### src/design/btlv_pkg.sv
`timescale 1ns / 1ps
// ----------------------------------------------------------------------------
// btlv_pkg
// Shared types and constants of the BER TLV stream decoder: tag codes, event
// kinds, the event record and the control bundles between the submodules.
// ----------------------------------------------------------------------------
package btlv_pkg;

  // Universal / context tags handled by the decoder
  localparam logic [7:0] TAG_INT  = 8'h02;
  localparam logic [7:0] TAG_STR  = 8'h04;
  localparam logic [7:0] TAG_NULL = 8'h05;
  localparam logic [7:0] TAG_OID  = 8'h06;
  localparam logic [7:0] TAG_SEQ  = 8'h30;
  localparam logic [7:0] TAG_GET  = 8'hA0;

  // Error codes carried in the value field of an error event
  localparam logic [31:0] ERR_OVERRUN  = 32'd0;
  localparam logic [31:0] ERR_TOO_DEEP = 32'd1;

  // Depth of the result queue (must leave room for a two-event byte)
  localparam int EVQ_DEPTH = 4;

  typedef enum logic [3:0] {
    EV_INT  = 4'd0,
    EV_STR  = 4'd1,
    EV_BYTE = 4'd2,
    EV_NULL = 4'd3,
    EV_ARC  = 4'd4,
    EV_SEQ  = 4'd5,
    EV_GET  = 4'd6,
    EV_UNK  = 4'd7,
    EV_ERR  = 4'd8
  } evt_kind_t;

  // One result item
  typedef struct packed {
    evt_kind_t   kind;
    logic [3:0]  level;
    logic [31:0] value;
    logic        last;
  } evt_t;

  // Up to two events written to the result queue per decoded byte
  typedef struct packed {
    logic [1:0] cnt;
    evt_t       ev0;
    evt_t       ev1;
  } evq_wr_t;

  // Commands to the container level stack
  typedef struct packed {
    logic       consume;   // one byte read inside all open containers
    logic       push;      // open a new container
    logic [7:0] push_val;  // its length
    logic       close;     // pop containers that ran out
    logic       clear;     // end of message
  } lvl_ctl_t;

endpackage

### src/design/btlv_if.sv


interface btlv_out_if;
  logic        valid;
  logic        ready;
  logic [3:0]  event_kind;
  logic [3:0]  nest_level;
  logic [31:0] event_value;
  logic        last_of_run;

  modport source (output valid, output event_kind, output nest_level,
                  output event_value, output last_of_run, input ready);
  modport sink   (input valid, input event_kind, input nest_level,
                  input event_value, input last_of_run, output ready);
endinterface

### src/design/btlv_evt_queue.sv
`timescale 1ns / 1ps
// ----------------------------------------------------------------------------
// btlv_evt_queue
// Small result queue: takes up to two events per cycle, hands out one per
// transfer. Decouples the decoder from stalls on the result side.
// ----------------------------------------------------------------------------
module btlv_evt_queue (
  input  logic               clk,
  input  logic               rst_n,
  input  btlv_pkg::evq_wr_t  wr_i,
  output logic               room_o,
  btlv_out_if.source         out_ch
);

  localparam int AW = $clog2(btlv_pkg::EVQ_DEPTH);
  localparam int CW = $clog2(btlv_pkg::EVQ_DEPTH + 1);

  btlv_pkg::evt_t mem_r [btlv_pkg::EVQ_DEPTH];
  logic [AW-1:0]  wp_r, rp_r;
  logic [AW-1:0]  wp_inc;
  logic [CW-1:0]  cnt_r;
  logic           pop;
  btlv_pkg::evt_t head;

  assign pop    = out_ch.valid && out_ch.ready;
  assign wp_inc = wp_r + AW'(1);

  // Entry storage
  always_ff @(posedge clk) begin
    if (wr_i.cnt != 2'd0) begin
      mem_r[wp_r] <= wr_i.ev0;
    end
    if (wr_i.cnt == 2'd2) begin
      mem_r[wp_inc] <= wr_i.ev1;
    end
  end

  // Pointers and fill level
  always_ff @(posedge clk) begin
    if (!rst_n) begin
      wp_r  <= '0;
      rp_r  <= '0;
      cnt_r <= '0;
    end else begin
      wp_r  <= wp_r + AW'(wr_i.cnt);
      rp_r  <= rp_r + AW'(pop);
      cnt_r <= cnt_r + CW'(wr_i.cnt) - CW'(pop);
    end
  end

  // Room for a two-event byte
  assign room_o = (cnt_r <= CW'(btlv_pkg::EVQ_DEPTH - 2));

  assign head               = mem_r[rp_r];
  assign out_ch.valid       = (cnt_r != '0);
  assign out_ch.event_kind  = head.kind;
  assign out_ch.nest_level  = head.level;
  assign out_ch.event_value = head.value;
  assign out_ch.last_of_run = head.last;

endmodule

### src/flat_wrapper.sv
// flat-port wrapper written by rule: the top's interface ports become plain ports
module btlv_evt_queue_flat 
  (clk, rst_n, wr_i, room_o, out_ch_valid, out_ch_event_kind, out_ch_nest_level, out_ch_event_value, out_ch_last_of_run, out_ch_ready);
  btlv_out_if out_ch_i ();
  input  logic clk;
  input  logic rst_n;
  input  btlv_pkg::evq_wr_t wr_i;
  output logic room_o;
  output wire logic [$bits(out_ch_i.valid)-1:0] out_ch_valid;
  output wire logic [$bits(out_ch_i.event_kind)-1:0] out_ch_event_kind;
  output wire logic [$bits(out_ch_i.nest_level)-1:0] out_ch_nest_level;
  output wire logic [$bits(out_ch_i.event_value)-1:0] out_ch_event_value;
  output wire logic [$bits(out_ch_i.last_of_run)-1:0] out_ch_last_of_run;
  input wire logic [$bits(out_ch_i.ready)-1:0] out_ch_ready;
  assign out_ch_valid = out_ch_i.valid;
  assign out_ch_event_kind = out_ch_i.event_kind;
  assign out_ch_nest_level = out_ch_i.nest_level;
  assign out_ch_event_value = out_ch_i.event_value;
  assign out_ch_last_of_run = out_ch_i.last_of_run;
  assign out_ch_i.ready = out_ch_ready;
  btlv_evt_queue u_core (.clk(clk), .rst_n(rst_n), .wr_i(wr_i), .room_o(room_o), .out_ch(out_ch_i));
endmodule
### config.mk
export PLATFORM = sky130hd
export DESIGN_NAME = btlv_evt_queue_flat
export DESIGN_NICKNAME = d
export VERILOG_FILES = /design/src/design/btlv_pkg.sv /design/src/design/btlv_if.sv /design/src/design/btlv_evt_queue.sv /design/src/flat_wrapper.sv
export SDC_FILE = /design/constraint.sdc
export NUM_CORES = 1
export LEC_CHECK = 0
export BUFFER_PORTS_ARGS = -buffer_cell sky130_fd_sc_hd__buf_2
export CAP_MARGIN = 15
export CORE_UTILIZATION = 35
export CTS_CLUSTER_SIZE = 24
export DETAILED_ROUTE_END_ITERATION = 10
export HOLD_SLACK_MARGIN = 0.06
export SLEW_MARGIN = 10
export SYNTH_ARGS = -nofsm -noshare
export SYNTH_HDL_FRONTEND = slang
export SYNTH_SLANG_ARGS = --single-unit
### constraint.sdc
create_clock -name clk -period 6.4 [get_ports clk]
set_input_delay 0.96 -clock clk [delete_from_list [all_inputs] [get_ports clk]]
set_output_delay 0.96 -clock clk [all_outputs]
set_load 0.01 [all_outputs]
* Word level (Yosys, flattened, before mapping)
Memory sizes are Yosys's and may differ from the RTL's. A register that Yosys moved wholly into a read port is not among the register bits. Index checks and enable logic that the tools add are counted.
Operators by class: add/subtract/negate cells 5, $lt $le $gt $ge 1, equal/unequal tests 1, multiplexer cells 5, reduce and logical (&&, ||, !) cells 3
Operators with widths (number):
- $mux W1 | 4
- $add A3 B2 Y3 | 1
- $le A3 B2 Y1 const B | 1
- $reduce_bool A3 Y1 | 1
- $sub A3 B1 Y3 | 1
- $add A2 B1 Y2 | 1
- $add A2 B1 Y2 const B | 1
- $add A2 B2 Y2 | 1
- $eq A2 B2 Y1 const B | 1
- $mux W2 | 1
- $reduce_bool A2 Y1 | 1
- $logic_and A1 B1 Y1 | 1
Word-level totals: flip-flop bits (word level) 7, memory bits (writable) 164, bits of input ports 87, word-level logic and storage cells 19, memories kept 1
Memories:
- u_core.mem_r | depth 4, width 41, rd ports 1, clocked after memory_dff 1, write ports 2, line btlv_evt_queue.sv:18 | btlv_pkg::evt_t mem_r [btlv_pkg::EVQ_DEPTH];

* Depth between registers and ports, before layout
word-level depth 4, depth in mapped cells 7, mapped depth without buffers 6

* Least setup slack after synthesis
No wires, ideal clock.
path type input-to-reg, start in wr_i[83] in the netlist's numbering, end mem u_core.mem_r[0][0] in the netlist's numbering (enable), library setup time 496 ps, data arrival time 4108 ps, required time 5904 ps, path slack 1796 ps, cell stages on the path 3, buffers on the path 1, cell sequence buf_2 -> o21bai_1 -> o21ai_0
RTL lines:
- start: declaration | line flat_wrapper.sv:7 | input btlv_pkg::evq_wr_t wr_i;
- end: declaration | line btlv_evt_queue.sv:18

==> impl_metrics.json <==
{
  "run_status": "complete, no violations",
  "syn-num-nets": 534,
  "cellLeakagePower_nw": 3.44,
  "cp-end-kind": "output pin",
  "drc": 0,
  "finalHoldViolations": 0,
  "io_buffers": 129,
  "cellInternalPower_w": 0.00229,
  "share_clk_of_total_power": 0.323,
  "synth_compound_area_frac": 0.00492,
  "crit_cells": 2,
  "syn_area_mm2": 0.00839,
  "numCtsBuffers": 17,
  "p_sw_w": 0.000851,
  "synth_fa_ha_area_frac": 0.00686,
  "min_path_type": "flop to flop",
  "yosys.area_share.simple": 0.0154,
  "wl_mm": 19.7,
  "pin_count": 130,
  "syn_area_per_cell_um2": 18.9,
  "finalCritPeriodShare": 0.509,
  "avgRoutedWirePerCell_um": 21.7,
  "layout-drive-gt1-share": 0.580,
  "die_h_um": 157,
  "fin_worst_skew_ns": 0.00784,
  "grt_pass1_vias": 5127,
  "worst_pin_slew_ns": 0.990,
  "grt_overflow_total": 0,
  "min_period_ns": 3.26,
  "clock_latency_ns": 0.43,
  "core_mm2": 0.0235,
  "synthXorXnorAreaFrac": 0.00537,
  "fin_nets": 661,
  "cpPeakStageDelay_ns": 1.01,
  "ir_worst_vdd_uv": 159,
  "synth_top_family_by_area": "multiplexers",
  "grt_usage": 0.169,
  "hpwl_mm": 11.8,
  "cts_max_level": 4,
  "syn_to_final_growth_pct": 18.0,
  "grt_pass1_wl_mm": 29.6,
  "rrSetupSlack_ns": 3.63,
  "layout_commonest_cell": "edfxtp_1",
  "dr.pass1.iters": 4,
  "critPathKind": "flop to output pin",
  "vias_per_cell": 5.13,
  "setup_tns_ns": 0,
  "p_comb_frac": 0.207,
  "ys_seq_area_frac": 0.604,
  "grt_use_met1": 0.208,
  "ant_nets": 0,
  "final_max_slew_viol_count": 0,
  "core.rowCount": 56,
  "slew_headroom": 0.340,
  "worstPathCellList": "mux4_2 -> buf_2",
  "met3_usage": 0.0413,
  "powerDensity_mw_per_mm2": 317,
  "cp.buffers_inverters": 1,
  "grt_start_max_net_pins": 45,
  "cts_root_buf": "clkbuf_16",
  "cp_top_family": "flip-flops",
  "rr_worst_depth": 4,
  "synth_flop_cell": "edfxtp_1",
  "vias": 4647,
  "p_sw_frac": 0.271,
  "clkTransAtPathRegs_ns": 0.07,
  "power_frac_seq": 0.470,
  "postCtsSetupBuffers": 0,
  "gp_congestion": 0.733,
  "antenna_found_initial": 5,
  "async_flop_share": 0,
  "worstHoldPathCells": 2,
  "setup_viol": 0,
  "drtIter0Drc": 244,
  "power_w": 0.00314,
  "most-common-layout-cells": "164 x edfxtp_1, 129 x buf_2, 120 x mux2_2, 44 x mux2_1, 41 x mux4_2",
  "required_ns": 5.44,
  "postCtsHoldBufs": 0,
  "reg2reg_to": "u_core.mem_r[0][13]",
  "crit_slowest_cell": "dfxtp_4",
  "clock_path_buffers": 2,
  "synthesis.instances": 443,
  "rsz0062_at_grt": "false",
  "yosysUniqueCellTypes": 28,
  "grt_util_met2": 0.284,
  "synthMuxAreaShare": 0.335,
  "hold_start": "u_core.cnt_r[1]",
  "cts_sinks": 171,
  "synth_warnings": 0,
  "final_core_util": 0.422,
  "start_kind": "flop",
  "crit_arrival_ns": 2.30,
  "grt.busiest_layer": "met2",
  "min_to": "u_core.rp_r[0]",
  "cts_tree": "yes",
  "synth_edf_count": 164,
  "cap_violations": 0,
  "cts-resized-gates": 0,
  "crit_fanout": 44,
  "start_util": 0.357,
  "ys_ff_latch": 171,
  "fmax_ghz": 0.307,
  "die_x_um": 157,
  "rr_startpoint": "u_core.wp_r[1]",
  "die_area_mm2": 0.0246
}
[stage by stage]
stage / cells / cell area, um^2 / setup WS (ns) / hold WS [ns]
floorplan: 443 / 8390 / 1.80 / 0.614
global placement: 870 / 9320 / 3.08 / 0.662
detailed placement: 870 / 9320 / 3.07 / 0.670
CTS: 902 / 9890 / 3.07 / 0.684
global route: 905 / 9900 / 3.01 / 0.732
finish: 906 / 9900 / 3.14 / 0.686
[power by group through the flow]
stage / clock [W] / sequential, W / combinational (W)
floorplan: 0 / 0.00143 / 0.000474
global placement: 0 / 0.00150 / 0.000655
detailed placement: 0 / 0.00151 / 0.000665
CTS: 0.00104 / 0.00148 / 0.000667
global route: 0.00108 / 0.00150 / 0.000704
finish: 0.00101 / 0.00148 / 0.000651
[worst max path at each step]
| stage | endpoint | slack (ns) | startpoint |
|---|---|---|---|
| floorplan | u_core.mem_r[0][0] | 1.80 | wr_i[83] |
| global placement | u_core.mem_r[0][16] | 3.08 | wr_i[82] |
| detailed placement | u_core.mem_r[0][16] | 3.07 | wr_i[82] |
| CTS | out_ch_event_value[30] | 3.07 | u_core.rp_r[0] |
| global route | out_ch_event_kind[3] | 3.01 | u_core.rp_r[0] |
| finish | out_ch_event_value[30] | 3.14 | u_core.rp_r[0] |
[cells in the mapped netlist (2+ instances only)]
| library cell | instances | area share |
|---|---|---|
| edfxtp_1 | 164 | 0.59 |
| inv_1 | 4 | 0.0018 |
| dfxtp_1 | 7 | 0.017 |
| and4bb_1 | 2 | 0.0030 |
| ha_1 | 3 | 0.0045 |
| and2_1 | 3 | 0.0022 |
| nor2b_1 | 2 | 0.0015 |
| nand2_1 | 2 | 0.00090 |
| mux4_2 | 41 | 0.11 |
| o21bai_1 | 2 | 0.0018 |
| clkbuf_1 | 4 | 0.0018 |
| mux2i_1 | 4 | 0.0048 |
| mux2_2 | 120 | 0.16 |
| mux2_1 | 44 | 0.059 |
| buf_6 | 13 | 0.017 |
| buf_2 | 13 | 0.0078 |
| xnor3_1 | 2 | 0.0054 |
| nand2b_1 | 2 | 0.0015 |
| nor2_1 | 2 | 0.00090 |
[routing by layer]
layer  wire length [um]  part of all wire
met5                 13           0.00066
met4                371             0.019
met3                838             0.043
met2              10000              0.51
met1               8440              0.43
[registers in the layout, indices dropped and copies added (netlist names)]
register and flops:
u_core.rp_r 2, u_core.mem_r 164, u_core.wp_r 2, u_core.cnt_r 3
[worst reg2reg max path, stage by stage (launching register included)]
cell and delay (ns):
dfxtp_1 0.58, nand4b_1 0.58, buf_4 0.54, o21ai_4 0.12, buf_4 0.56
[kinds of logic after synthesis]
logic type / after synthesis
multiplexers: 209
AND/OR/NAND/NOR: 17
AO/OA/AOI/OAI: 6
adder cells (fa/ha/maj): 4
buffers and inverters: 34
XOR/XNOR: 2
flip-flops: 171
[layout make-up]
cell class	count	area, um^2
fill	2137	13600
sequential	171	5070
multi-input combinational	238	3120
timing repair buffer	138	713
clock buffer	18	429
tap	319	399
clock inverter	14	146
inverter	4	15.0
antenna	4	10.0
Note: power is estimated with default switching activity, not from simulation.
