File: config.mk
export PLATFORM = sky130hd
export DESIGN_NAME = btlv_level_stack
export DESIGN_NICKNAME = d
export VERILOG_FILES = /design/src/design/btlv_pkg.sv /design/src/design/btlv_level_stack.sv
export SDC_FILE = /design/constraint.sdc
export NUM_CORES = 1
export LEC_CHECK = 0
export ABC_AREA = 1
export BUFFER_PORTS_ARGS = -buffer_cell sky130_fd_sc_hd__clkbuf_2
export CELL_PAD_IN_SITES_DETAIL_PLACEMENT = 0
export CELL_PAD_IN_SITES_GLOBAL_PLACEMENT = 1
export CORE_MARGIN = 2
export CORE_UTILIZATION = 44
export CTS_CLUSTER_SIZE = 40
export DETAILED_ROUTE_END_ITERATION = 12
export GPL_TIMING_DRIVEN = 0
export PLACE_DENSITY_LB_ADDON = 0.1
export RECOVER_POWER = 25
export SLEW_MARGIN = 0
export SYNTH_ARGS = -nofsm -noshare
export SYNTH_HDL_FRONTEND = slang
export SYNTH_SLANG_ARGS = --single-unit
File: constraint.sdc
create_clock -name clk -period 6.1 [get_ports clk]
set_input_delay 1.22 -clock clk [delete_from_list [all_inputs] [get_ports clk]]
set_output_delay 1.22 -clock clk [all_outputs]
set_load 0.02 [all_outputs]
File: src/design/btlv_pkg.sv
`timescale 1ns / 1ps
// ----------------------------------------------------------------------------
// btlv_pkg
// Shared types and constants of the BER TLV stream decoder: tag codes, event
// kinds, the event record and the control bundles between the submodules.
// ----------------------------------------------------------------------------
package btlv_pkg;

  // Universal / context tags handled by the decoder
  localparam logic [7:0] TAG_INT  = 8'h02;
  localparam logic [7:0] TAG_STR  = 8'h04;
  localparam logic [7:0] TAG_NULL = 8'h05;
  localparam logic [7:0] TAG_OID  = 8'h06;
  localparam logic [7:0] TAG_SEQ  = 8'h30;
  localparam logic [7:0] TAG_GET  = 8'hA0;

  // Error codes carried in the value field of an error event
  localparam logic [31:0] ERR_OVERRUN  = 32'd0;
  localparam logic [31:0] ERR_TOO_DEEP = 32'd1;

  // Depth of the result queue (must leave room for a two-event byte)
  localparam int EVQ_DEPTH = 4;

  typedef enum logic [3:0] {
    EV_INT  = 4'd0,
    EV_STR  = 4'd1,
    EV_BYTE = 4'd2,
    EV_NULL = 4'd3,
    EV_ARC  = 4'd4,
    EV_SEQ  = 4'd5,
    EV_GET  = 4'd6,
    EV_UNK  = 4'd7,
    EV_ERR  = 4'd8
  } evt_kind_t;

  // One result item
  typedef struct packed {
    evt_kind_t   kind;
    logic [3:0]  level;
    logic [31:0] value;
    logic        last;
  } evt_t;

  // Up to two events written to the result queue per decoded byte
  typedef struct packed {
    logic [1:0] cnt;
    evt_t       ev0;
    evt_t       ev1;
  } evq_wr_t;

  // Commands to the container level stack
  typedef struct packed {
    logic       consume;   // one byte read inside all open containers
    logic       push;      // open a new container
    logic [7:0] push_val;  // its length
    logic       close;     // pop containers that ran out
    logic       clear;     // end of message
  } lvl_ctl_t;

endpackage

File: src/design/btlv_level_stack.sv
`timescale 1ns / 1ps
// ----------------------------------------------------------------------------
// btlv_level_stack
// Byte counters of the open containers. All open levels count down together;
// a level pushed by a child never exceeds its parent, so the open levels stay
// ordered and a close is a count of the levels that are still nonzero.
// ----------------------------------------------------------------------------
module btlv_level_stack #(
  parameter int MAX_DEPTH = 8,
  localparam int DW = $clog2(MAX_DEPTH + 1),
  localparam int IW = $clog2(MAX_DEPTH)
) (
  input  logic                clk,
  input  logic                rst_n,
  input  btlv_pkg::lvl_ctl_t  ctl_i,
  output logic [DW-1:0]       depth_o,
  output logic [7:0]          top_rem_o
);

  logic [7:0]    rem_r   [MAX_DEPTH];
  logic [7:0]    rem_nxt [MAX_DEPTH];
  logic [DW-1:0] depth_r;
  logic [DW-1:0] depth_nxt;
  logic [DW-1:0] depth_push;
  logic [DW-1:0] nz_cnt;
  logic [IW-1:0] top_idx;

  // Count down, push, then close exhausted levels
  always_comb begin
    depth_push = depth_r + DW'(ctl_i.push);
    for (int i = 0; i < MAX_DEPTH; i++) begin
      if (ctl_i.consume && (DW'(i) < depth_r) && (rem_r[i] != 8'd0)) begin
        rem_nxt[i] = rem_r[i] - 8'd1;
      end else begin
        rem_nxt[i] = rem_r[i];
      end
    end
    if (ctl_i.push) begin
      rem_nxt[depth_r[IW-1:0]] = ctl_i.push_val;
    end
    nz_cnt = '0;
    for (int i = 0; i < MAX_DEPTH; i++) begin
      if ((DW'(i) < depth_push) && (rem_nxt[i] != 8'd0)) begin
        nz_cnt = nz_cnt + DW'(1);
      end
    end
    priority if (ctl_i.clear) begin
      depth_nxt = '0;
    end else if (ctl_i.close) begin
      depth_nxt = nz_cnt;
    end else begin
      depth_nxt = depth_push;
    end
  end

  // Counters hold no reset: a level is always written when it opens
  always_ff @(posedge clk) begin
    for (int i = 0; i < MAX_DEPTH; i++) begin
      rem_r[i] <= rem_nxt[i];
    end
  end

  always_ff @(posedge clk) begin
    if (!rst_n) begin
      depth_r <= '0;
    end else begin
      depth_r <= depth_nxt;
    end
  end

  // Innermost open level; meaningful only while depth is nonzero
  assign top_idx   = IW'(depth_r - DW'(1));
  assign top_rem_o = rem_r[top_idx];
  assign depth_o   = depth_r;

endmodule

# Word level (Yosys, flattened, before mapping)
# Memory sizes are Yosys's and may differ from the RTL's.
# Index checks and enable logic that the tools add are counted.
totals:
  output_inout_bits: 12
  elab_cells: 102
  mem_count: 1
  input_bits: 14
  register_bits: 4
  mem_bits_rw: 64
mem_list:
  columns: ["name", "words", "word_bits", "read_ports", "rd_ports_with_merged_regs", "write_ports", "line", "source"]
  rows:
  - ["rem_r", 8, 8, 9, 0, 8, "btlv_level_stack.sv:20", "logic [7:0] rem_r [MAX_DEPTH];"]
op_classes:
  magnitude_cmp: 18
  addsub: 17
  n_reduce_logical: 42
  muxes: 21
  n_bitwise: 2
ops:
  columns: ["cell", "count"]
  rows:
  - ["$reduce_bool 8->1", 16]
  - ["$mux 8", 9]
  - ["$bwmux 64", 1]
  - ["$mux 64", 1]
  - ["$sub 8x1->8 const B", 8]
  - ["$lt 3x4->1 const A", 8]
  - ["$mux 4", 8]
  - ["$add 4x1->4 const B", 7]
  - ["$logic_and 1x1->1", 25]
  - ["$demux 8 s3", 1]
  - ["$lt 1x4->1 const A", 4]
  - ["$lt 2x4->1 const A", 4]
  - ["$add 4x1->4", 1]
  - ["$ge 4x4->1 const B", 1]
  - ["$lt 4x1->1 const B", 1]
  - ["$not 3->4", 1]
  - ["$sub 3x1->3 const B", 1]
  - ["$reduce_or 2->1", 1]
  - ["$mux 1", 1]
  - ["$not 1->1", 1]

# Depth between registers and ports, before layout
# Gate-level depths: netlist (run 1).
logic_depth:
  ltp_word: 25
  depth_mapped: 41
  mapped_depth_nobuf: 39

# Worst setup path after synthesis (run 1)
# OpenSTA, ideal clock, no wires.
synth_timing:
  kind: "input -> register"
  from: "input ctl_i[11] (netlist bit)"
  to: "register depth_r[1] (netlist: depth_o[1])"
  stages: 33
  required_ns: 5.984
  t_arrival_ns: 5.056
  slack_ns: 0.928
  n_path_buf: 0
  setup_ns: 0.116
  path_cell_list: "inv_2 -> nor2_4 -> inv_1 -> nand2_1 -> nand2_1 -> inv_1 -> nand3_1 -> nor3_1 -> inv_1 -> o31ai_1 -> o22ai_1 -> inv_1 -> nor4_1 -> a22oi_1 -> ha_1 -> inv_1 -> nand2_4 -> nand2_4 -> inv_1 -> ha_1 -> or2_1 -> nand3_1 -> nand2_1 -> xnor2_1 -> o21ai_0 -> ha_1 -> nand2_1 -> nand2_1 -> ha_1 -> nand2_1 -> o21ai_0 -> nand2_1 -> a21oi_1"
synth_lines:
  columns: ["element", "line", "source"]
  rows:
  - ["start: declaration", "btlv_level_stack.sv:15", "input btlv_pkg::lvl_ctl_t ctl_i,"]
  - ["end signal: assignment", "btlv_level_stack.sv:67", "depth_r <= depth_nxt;"]
  - ["end: declaration", "btlv_level_stack.sv:22", "logic [DW-1:0] depth_r;"]

==> results of run 1 <==
-- worst min-delay path, delay by kind of cell (launching register included) --
| kind | cells | cell delay [ns] |
|---|---|---|
| AOI/OAI and AO/OA | 1 | 0.09 |
| DFF | 1 | 0.31 |
| and+or+nand+nor | 1 | 0.06 |
-- report_power, final --
part	switching, uW	total [uW]	leakage, uW	internal, uW
clock	191	484	0.000135	294
sequential	193	835	0.000569	642
combinational	980	1500	0.00266	517
total	1360	2820	0.00336	1450
-- final timing paths --
kind                                     to  cells past startpoint
worst max-delay path             depth_o[1]                     32
worst min-delay path            rem_r[1][0]                      2
worst max register to register   depth_o[1]                     33
worst min register to register  rem_r[1][0]                      2
-- routing by layer --
| metal | global-route usage [%] | routed length, um | vias up |
|---|---|---|---|
| met3 | 5.98 | 939 | 34 |
| li1 | - | - | 3186 |
| met1 | 33.9 | 8400 | 2717 |
| met2 | 41.2 | 7890 | 155 |
| met5 | 0 | 0 | - |
| met4 | 11.0 | 605 | 0 |
-- area by class of cell --
class / count / area share [%]
sequential: 68 / 21.4
multi-input combinational: 713 / 57.5
inverter: 174 / 10.3
timing repair buffer: 25 / 1.94
clock inverter: 2 / 0.157
buffer: 18 / 1.24
clock buffer: 13 / 4.09
tap: 172 / 3.38
-- logic make-up after synthesis --
logic type / share of synthesized area, %
and+or+nand+nor: 38.4
buffers and inverters: 12.8
AOI/OAI and AO/OA: 15.9
DFF: 23.6
adders and majority gates: 5.63
xor gates and xnor gates: 3.79
-- registers in the layout, summed over array words and instances (netlist names) --
| register | flops |
|---|---|
| rem_r | 64 |
| depth_o | 4 |
-- cells in the final DEF (no fill, tap or decap), drive strengths merged, types with 14 or more instances in the layout --
cell	count
a21oi	37
a31oi	14
clkbuf	52
dfxtp	68
ha	26
inv	172
nand2	283
nand3	93
nor2	96
o21ai	90
xor2	20
-- stage by stage --
| stage | worst slack [ns] | hold WS [ns] |
|---|---|---|
| CTS | 0.422 | 0.504 |
| finish | 0.522 | 0.510 |
| global placement | 0.141 | 0.500 |
| global route | 0.0723 | 0.545 |
| detailed placement | 0.119 | 0.495 |
| floorplan | 0.928 | 0.468 |
==> flow_summary_export.csv, run 1 <==
group,metric,value,unit
outcome,status,"completed",
worst_setup_path,worst_path_max_delay_cell,"ha_1",
routing,drc,0,
min_path,holdCritStartpoint,"rem_r[1][0]",
worst_setup_path,crit_start,"ctl_i[11]",
routing,first_pass_iters,5,
cts,cts-root-buf,"clkbuf_16",
power,p_leak,0.00336,uW
logic_synthesis,synth_cell_type_count,41,
worst_setup_path,critical_path.most_common_cell,"nand2_1",
run,drv_cap,0,
floorplan,start_util,45.4,%
floorplan,die_y,119,um
min_path,hold_class,"reg -> reg",
logic_synthesis,synth_edf_count,0,
power,vdd_drop_max,0.275,mV
routing,routedWlPerCell,15.1,um
floorplan,core-area,0.0127,mm^2
logic_synthesis,synth.most_common_cell,"nand2_1",
logic_synthesis,netlist_area,0.00577,mm^2
grt,gr-usage-all-layers,26.0,%
logic_synthesis,synth.avg_cell_area,5.93,um^2
finish,drive_gt1_share,9.58,%
finish,finish.utilization,50.1,%
cts,cts_tree,"yes",
routing,viasPerCell,5.14,
grt,grt_overflow,0,
logic_synthesis,synth_async_sr_flop_share,0,%
floorplan,io_pins,26,
placement,globalplace.congestion,0.899,
power,powerDensity,442,mW/mm^2
worst_setup_path,crit_fanout,6,
worst_setup_path,required,6.33,ns
sta,maxSlewViolCount,0,
cts,clock_path_buffers,2,
routing,ant_nets,0,
finish,regArea,0.00136,mm^2
sta,slew_headroom,63.5,%
worst_setup_path,cp-start-kind,"input pin",
logic_synthesis,synth_top_area_cell,"dfxtp_1",
cts,cts_resized,0,
floorplan,dieWidth,119,um
sta,fin_setup_tns,0,ns
cts,cts_made_buffers,9,
cts,post_cts_buffers,0,
power,p_total,2820,uW
sta,max_freq,179,MHz
worst_setup_path,timing.rr.start,"depth_o[0]",
finish,multiInputGateArea,0.00366,mm^2
worst_setup_path,worst_path_dominant_cell_family,"simple AND/OR/NAND/NOR gates",
worst_setup_path,end_kind,"flop",
placement,port-buffer-count,25,
grt,grt_pass1_vias,5713,
finish,n_fill_cell,1424,
finish,antenna_cells,0,
logic_synthesis,netlist.area_leader.share,23.6,%
cts,cts-hold-fix-buffers,0,
sta,finClkSkew,0.00689,ns
sta,rsz0062_at_grt,"no",
placement,dpl_cell_area,0.00611,mm^2
placement,dp.cells,1171,
logic_synthesis,yosysSeqAreaShare,23.6,%
grt,antenna_found_initial,0,
logic_synthesis,yosys-top-cells-area,"dfxtp_1 (24%), nand2_1 (17%), inv_1 (10%)",
logic_synthesis,yosys_warnings,0,
cts,clk_latency,0.34,ns
worst_setup_path,critPathKind,"in -> reg",
finish,finalInstanceArea,0.00637,mm^2
sta,period_share,91.4,%
worst_setup_path,arrival,5.81,ns
floorplan,rows,41,
finish,syn_to_final_growth,10.3,%
cts,cts.clk_slew.worst_paths,0.05,ns
logic_synthesis,ys_ff_latch,68,
cts,htree_levels,3,
routing,drt_iter0_drc,438,
placement,place_hpwl,14100,um
sta,tightest_slew,0.542,ns
finish,finalNonFillerCells,1185,
finish,layout.nets,1049,
grt,grt_max_degree,12,
logic_synthesis,ys_top_cells_by_count,"nand2_1 (265), inv_1 (161), nand3_1 (86)",
grt,grt_pass1_wl,28700,um
routing,routed-via-count,6092,
logic_synthesis,syn_inst,974,
worst_setup_path,slowest_delay,0.38,ns
floorplan,fp.dieArea,0.0141,mm^2
sta,setup-violations-final,0,
cts,clock_sinks,68,
worst_setup_path,r2r_slack,0.68,ns
worst_setup_path,crit_buf_inv,6,
logic_synthesis,ys.flop_type,"dfxtp_1",
logic_synthesis,syn-num-nets,1014,
sta,period_minus_slack,5.58,ns
routing,wirelength,17800,um
sta,finalHoldViolations,0,
Note: power is estimated with default switching activity, not from simulation.
==> run 2: changes to the inputs <==
--- a/config.mk
+++ b/config.mk
@@ -11,6 +11,7 @@
 export CELL_PAD_IN_SITES_GLOBAL_PLACEMENT = 1
 export CORE_MARGIN = 2
 export CORE_UTILIZATION = 44
+export CTS_BUF_LIST = sky130_fd_sc_hd__clkbuf_4 sky130_fd_sc_hd__clkbuf_8 sky130_fd_sc_hd__clkbuf_16
 export CTS_CLUSTER_SIZE = 40
 export DETAILED_ROUTE_END_ITERATION = 12
 export GPL_TIMING_DRIVEN = 0
==> run 2 against run 1 <==
  * Maximum frequency hardly changed
  * First-iteration DRC count shrank 14%
  * Worst hold slack improved by 0.0017 ns
  * Sequential share of layout area is essentially flat
  * Critical path type unchanged
  * Sequential power about the same
  * Via count is 0.11% higher
  * Critical endpoint unchanged
  * Count of clock-buffer cells in the layout unchanged
  * Register-to-register slack better by 0.02 ns
  * Die area unchanged
==> flow_summary_export.csv, run 2 (synthesis results as in run 1) <==
group,metric,value,unit
sta,finalHoldViolations,0,
power,power.share.sequential,29.5,%
finish,syn_to_final_growth,10.4,%
worst_setup_path,slowest_delay,0.38,ns
cts,cts_tree,"yes",
sta,rsz0062_at_grt,"no",
cts,htree_levels,3,
outcome,status,"completed",
finish,regMostFlops,"rem_r",
finish,finalNonFillerCells,1185,
worst_setup_path,worst_path_max_delay_cell,"ha_1",
worst_setup_path,cp-start-kind,"input pin",
worst_setup_path,crit_fanout,6,
power,vdd_drop_max,0.275,mV
floorplan,start_util,45.4,%
min_path,hold_class,"reg -> reg",
cts,cts-hold-fix-buffers,0,
power,p_sw,1370,uW
sta,fin_setup_tns,0,ns
worst_setup_path,required,6.33,ns
floorplan,rows,41,
placement,dp.cells,1171,
worst_setup_path,end_kind,"flop",
routing,drc,0,
finish,drive_gt1_share,9.77,%
cts,cts_made_buffers,9,
floorplan,core-area,0.0127,mm^2
floorplan,die_y,119,um
finish,finish.utilization,50.1,%
finish,largest_reg_flops,64,
finish,final_cell_mix,"nand2_1 (266), inv_1 (161), nand3_1 (86)",
power,pwr-share-clk,17.5,%
power,power.share.combinational,53.0,%
sta,finClkSkew,0.00922,ns
worst_setup_path,critPathKind,"in -> reg",
floorplan,io_pins,26,
grt,grt_max_degree,12,
floorplan,dieWidth,119,um
routing,ant_nets,0,
routing,drt_iter0_drc,375,
placement,globalplace.congestion,0.899,
sta,slew_headroom,63.2,%
grt,grt_overflow,0,
floorplan,fp.dieArea,0.0141,mm^2
grt,gr-usage-all-layers,26.0,%
routing,routedWlPerCell,15.0,um
power,p_sw_share,48.3,%
routing,first_pass_iters,5,
finish,layout.nets,1049,
sta,setup-violations-final,0,
power,powerDensity,443,mW/mm^2
finish,antenna_cells,0,
finish,layout_commonest_cell,"nand2_1",
worst_setup_path,critical_path.most_common_cell,"nand2_1",
cts,clock_sinks,68,
routing,wirelength,17800,um
sta,tightest_slew,0.548,ns
cts,clock_path_buffers,2,
grt,antenna_found_initial,0,
placement,place_hpwl,14100,um
cts,cts-root-buf,"clkbuf_16",
placement,port-buffer-count,25,
routing,viasPerCell,5.15,
run,drv_cap,0,
cts,clk_latency,0.35,ns
sta,maxSlewViolCount,0,
sta,period_share,91.4,%
finish,n_fill_cell,1429,
sta,max_freq,179,MHz
sta,period_minus_slack,5.58,ns
routing,routed-via-count,6099,
grt,grt_pass1_wl,28500,um
cts,cts.clk_slew.worst_paths,0.05,ns
worst_setup_path,arrival,5.81,ns
power,p_total,2830,uW
power,internal_power,1460,uW
power,p_leak,0.00336,uW
cts,post_cts_buffers,0,
grt,grt_pass1_vias,5699,
-- run 2: changes by cell type in the layout (fill, tap and decap cells not counted) --
cell and change:
clkbuf_1 -2, buf_2 +1, clkbuf_2 -1, clkbuf_4 +2
-- run 2: power by group through the flow --
stage	logic (uW)	clock network [uW]	registers, uW
2_1_floorplan	1160	0	778
3_3_place_gp	1480	0	839
3_5_place_dp	1480	0	838
4_1_cts	1490	505	831
5_1_grt	1720	526	861
6_report	1500	495	834
-- run 2: what timing repair did --
item	CTS	global route
endpoints found under the setup margin	0	3
gates resized for setup	0	5
hold endpoints to repair	0	0
-- run 2: per-stage QoR --
stage	worst slack [ns]	hold slack [ns]	cell area, um^2
2_1_floorplan	0.928	0.468	5770
3_3_place_gp	0.141	0.500	6110
4_1_cts	0.422	0.504	6390
6_report	0.523	0.512	6380
5_1_grt	0.0703	0.545	6380
3_5_place_dp	0.119	0.495	6110
-- run 2: area by class of cell --
| type | count | area [um^2] | share of cell area, % |
|---|---|---|---|
| plain buffers | 18 | 80.1 | 1.26 |
| clock buffers | 13 | 268 | 4.20 |
| clock inverters | 2 | 10.0 | 0.157 |
| inverters | 174 | 654 | 10.3 |
| multi-input cells | 713 | 3660 | 57.5 |
| flip-flops and latches | 68 | 1360 | 21.4 |
| well taps | 172 | 215 | 3.38 |
| repair buffers | 25 | 123 | 1.92 |
-- run 2: path summary, 6_finish.rpt --
check | start | to | slack [ns] | cells after the start
setup / recovery | ctl_i[11] | depth_o[1] | 0.52 | 32
hold / removal | rem_r[1][0] | rem_r[1][0] | 0.51 | 2
setup reg to reg | depth_o[0] | depth_o[1] | 0.70 | 33
hold reg to reg | rem_r[1][0] | rem_r[1][0] | 0.51 | 2
-- run 2: metal layers --
| metal | GRT usage (%) | part of all wire, % |
|---|---|---|
| met5 | 0 | 0 |
| met4 | 12.9 | 4.0 |
| met3 | 5.55 | 5.3 |
| met2 | 40.6 | 43 |
| met1 | 33.8 | 47 |
-- run 2: worst max-delay path, delay by kind of cell --
family | cells | cell delay, ns
XOR/XNOR | 1 | 0.16
buffers and inverters | 6 | 0.54
AO/OA/AOI/OAI | 6 | 0.62
AND/OR/NAND/NOR | 15 | 1.99
adder cells (fa/ha/maj) | 4 | 1.24
==> run 3: changes to the inputs <==
--- a/config.mk
+++ b/config.mk
@@ -7,9 +7,9 @@
 export LEC_CHECK = 0
 export ABC_AREA = 1
 export BUFFER_PORTS_ARGS = -buffer_cell sky130_fd_sc_hd__clkbuf_2
+export CAP_MARGIN = 20
 export CELL_PAD_IN_SITES_DETAIL_PLACEMENT = 0
 export CELL_PAD_IN_SITES_GLOBAL_PLACEMENT = 1
-export CORE_MARGIN = 2
 export CORE_UTILIZATION = 44
 export CTS_BUF_LIST = sky130_fd_sc_hd__clkbuf_4 sky130_fd_sc_hd__clkbuf_8 sky130_fd_sc_hd__clkbuf_16
 export CTS_CLUSTER_SIZE = 40
==> run 3 against run 2 <==
  * Wire length up 1.3%
  * Worst hold slack worse by 0.0061 ns
  * Critical path type unchanged
  * Core utilization up 0.29 points
  * Critical path depth down 2
  * Die area down 3.3%
  * Global-route usage up 2.6 points
  * Critical endpoint unchanged
  * Design area up 0.57%
  * Flip-flop and latch count unchanged
  * Final cell count about the same
  * Via count down 0.59%
==> flow_summary_export.csv, run 3 (synthesis results as in run 1) <==
group,metric,value,unit
outcome,status,"completed",
finish,antenna_cells,0,
worst_setup_path,critical_path.most_common_cell,"nand2_1",
grt,grt_pass1_vias,5537,
finish,final_cell_mix,"nand2_1 (267), inv_1 (162), nand3_1 (85), nor2_1 (85), o21ai_0 (80)",
sta,tightest_slew,0.604,ns
finish,syn_to_final_growth,11.1,%
floorplan,io_pins,26,
sta,slew_headroom,59.4,%
floorplan,dieWidth,117,um
finish,n_fill_cell,1434,
finish,drive_gt1_share,10.2,%
floorplan,die_y,117,um
worst_setup_path,worst_path_max_delay_cell,"nor4_1",
routing,first_pass_iters,5,
power,p_total,2880,uW
run,drv_cap,0,
cts,clock_path_buffers,2,
floorplan,rows,41,
placement,dpl_cell_area,0.00611,mm^2
cts,cts_tree,"yes",
routing,wirelength,18000,um
worst_setup_path,arrival,5.86,ns
routing,viasPerCell,5.11,
cts,cts.clk_slew.worst_paths,0.06,ns
placement,dp.cells,1171,
worst_setup_path,end_kind,"flop",
worst_setup_path,r2r_slack,0.67,ns
sta,maxSlewViolCount,0,
sta,worst_slack,0.522,ns
grt,gr-usage-all-layers,28.5,%
floorplan,fp.dieArea,0.0136,mm^2
finish,layout.nets,1049,
grt,grt_pass1_wl,28700,um
sta,finClkSkew,0.0117,ns
finish,layout_commonest_cell,"nand2_1",
sta,max_freq,179,MHz
routing,routedWlPerCell,15.2,um
routing,routed-via-count,6063,
cts,clk_latency,0.36,ns
finish,largest_reg_flops,64,
routing,ant_nets,0,
floorplan,core-area,0.0127,mm^2
cts,cts_made_buffers,9,
placement,place_hpwl,14200,um
finish,regMostFlops,"rem_r",
sta,period_share,91.4,%
grt,antenna_found_initial,0,
worst_setup_path,cp-start-kind,"input pin",
routing,drt_iter0_drc,471,
cts,cts-root-buf,"clkbuf_16",
power,powerDensity,450,mW/mm^2
floorplan,start_util,45.4,%
placement,port-buffer-count,25,
worst_setup_path,slowest_delay,0.45,ns
finish,finalNonFillerCells,1186,
cts,htree_levels,3,
grt,grt_overflow,0,
power,vdd_drop_max,0.187,mV
sta,period_minus_slack,5.58,ns
finish,finalInstanceArea,0.00641,mm^2
routing,drc,0,
placement,globalplace.congestion,0.916,
finish,finish.utilization,50.4,%
min_path,hold_class,"reg -> reg",
sta,finalHoldViolations,0,
worst_setup_path,crit_fanout,6,
cts,cts-hold-fix-buffers,0,
worst_setup_path,critPathKind,"in -> reg",
cts,clock_sinks,68,
power,p_leak,0.00336,uW
grt,grt_max_degree,13,
sta,setup-violations-final,0,
placement,dp_slack,-0.0257,ns
worst_setup_path,required,6.38,ns
[run 3: path summary, 6_finish.rpt]
path,cells after the start,to,start
worst max-delay path,30,depth_o[1],ctl_i[11]
worst min-delay path,2,rem_r[1][0],rem_r[1][0]
worst max register to register,31,depth_o[1],depth_o[0]
worst min register to register,2,rem_r[1][0],rem_r[1][0]
[run 3: critical path: cells and delay by family]
kind / cells / cell delay, ns
buffers and inverters: 5 / 0.51
XOR/XNOR: 2 / 0.28
adder cells (fa/ha/maj): 4 / 1.20
AO/OA/AOI/OAI: 5 / 0.67
AND/OR/NAND/NOR: 14 / 1.98
[run 3: final cells by class]
cell class	count	area (um^2)	share of cell area, %
Buffer	18	78.8	1.23
Clock buffer	9	225	3.51
Clock inverter	7	67.6	1.05
Inverter	174	654	10.2
Multi-Input combinational cell	713	3690	57.5
Sequential cell	68	1360	21.2
Tap cell	172	215	3.36
Timing Repair Buffer	25	124	1.93
[run 3: per-layer routing]
layer	wire, um	up-vias	track usage [%]	part of all wire (%)
li1	-	3189	-	-
met1	8390	2696	37.8	47
met2	7830	146	44.2	44
met3	1230	32	6.07	6.8
met4	552	0	13.3	3.1
met5	0	-	0	0
[run 3: where the power goes]
group	internal (uW)	switching [uW]
Clock	314	223
Sequential	641	192
Combinational	519	995
[run 3: repair_timing]
action,4_1_cts,5_1_grt
gates resized for setup,0,10
buffers inserted,0,0
setup endpoints to repair,0,3
[run 3: through the flow]
stage | TNS (ns) | hold slack, ns
4_1_cts | 0 | 0.516
3_5_place_dp | -0.0257 | 0.507
6_report | 0 | 0.506
5_1_grt | -0.0410 | 0.542
3_3_place_gp | -0.0741 | 0.503
2_1_floorplan | 0 | 0.468
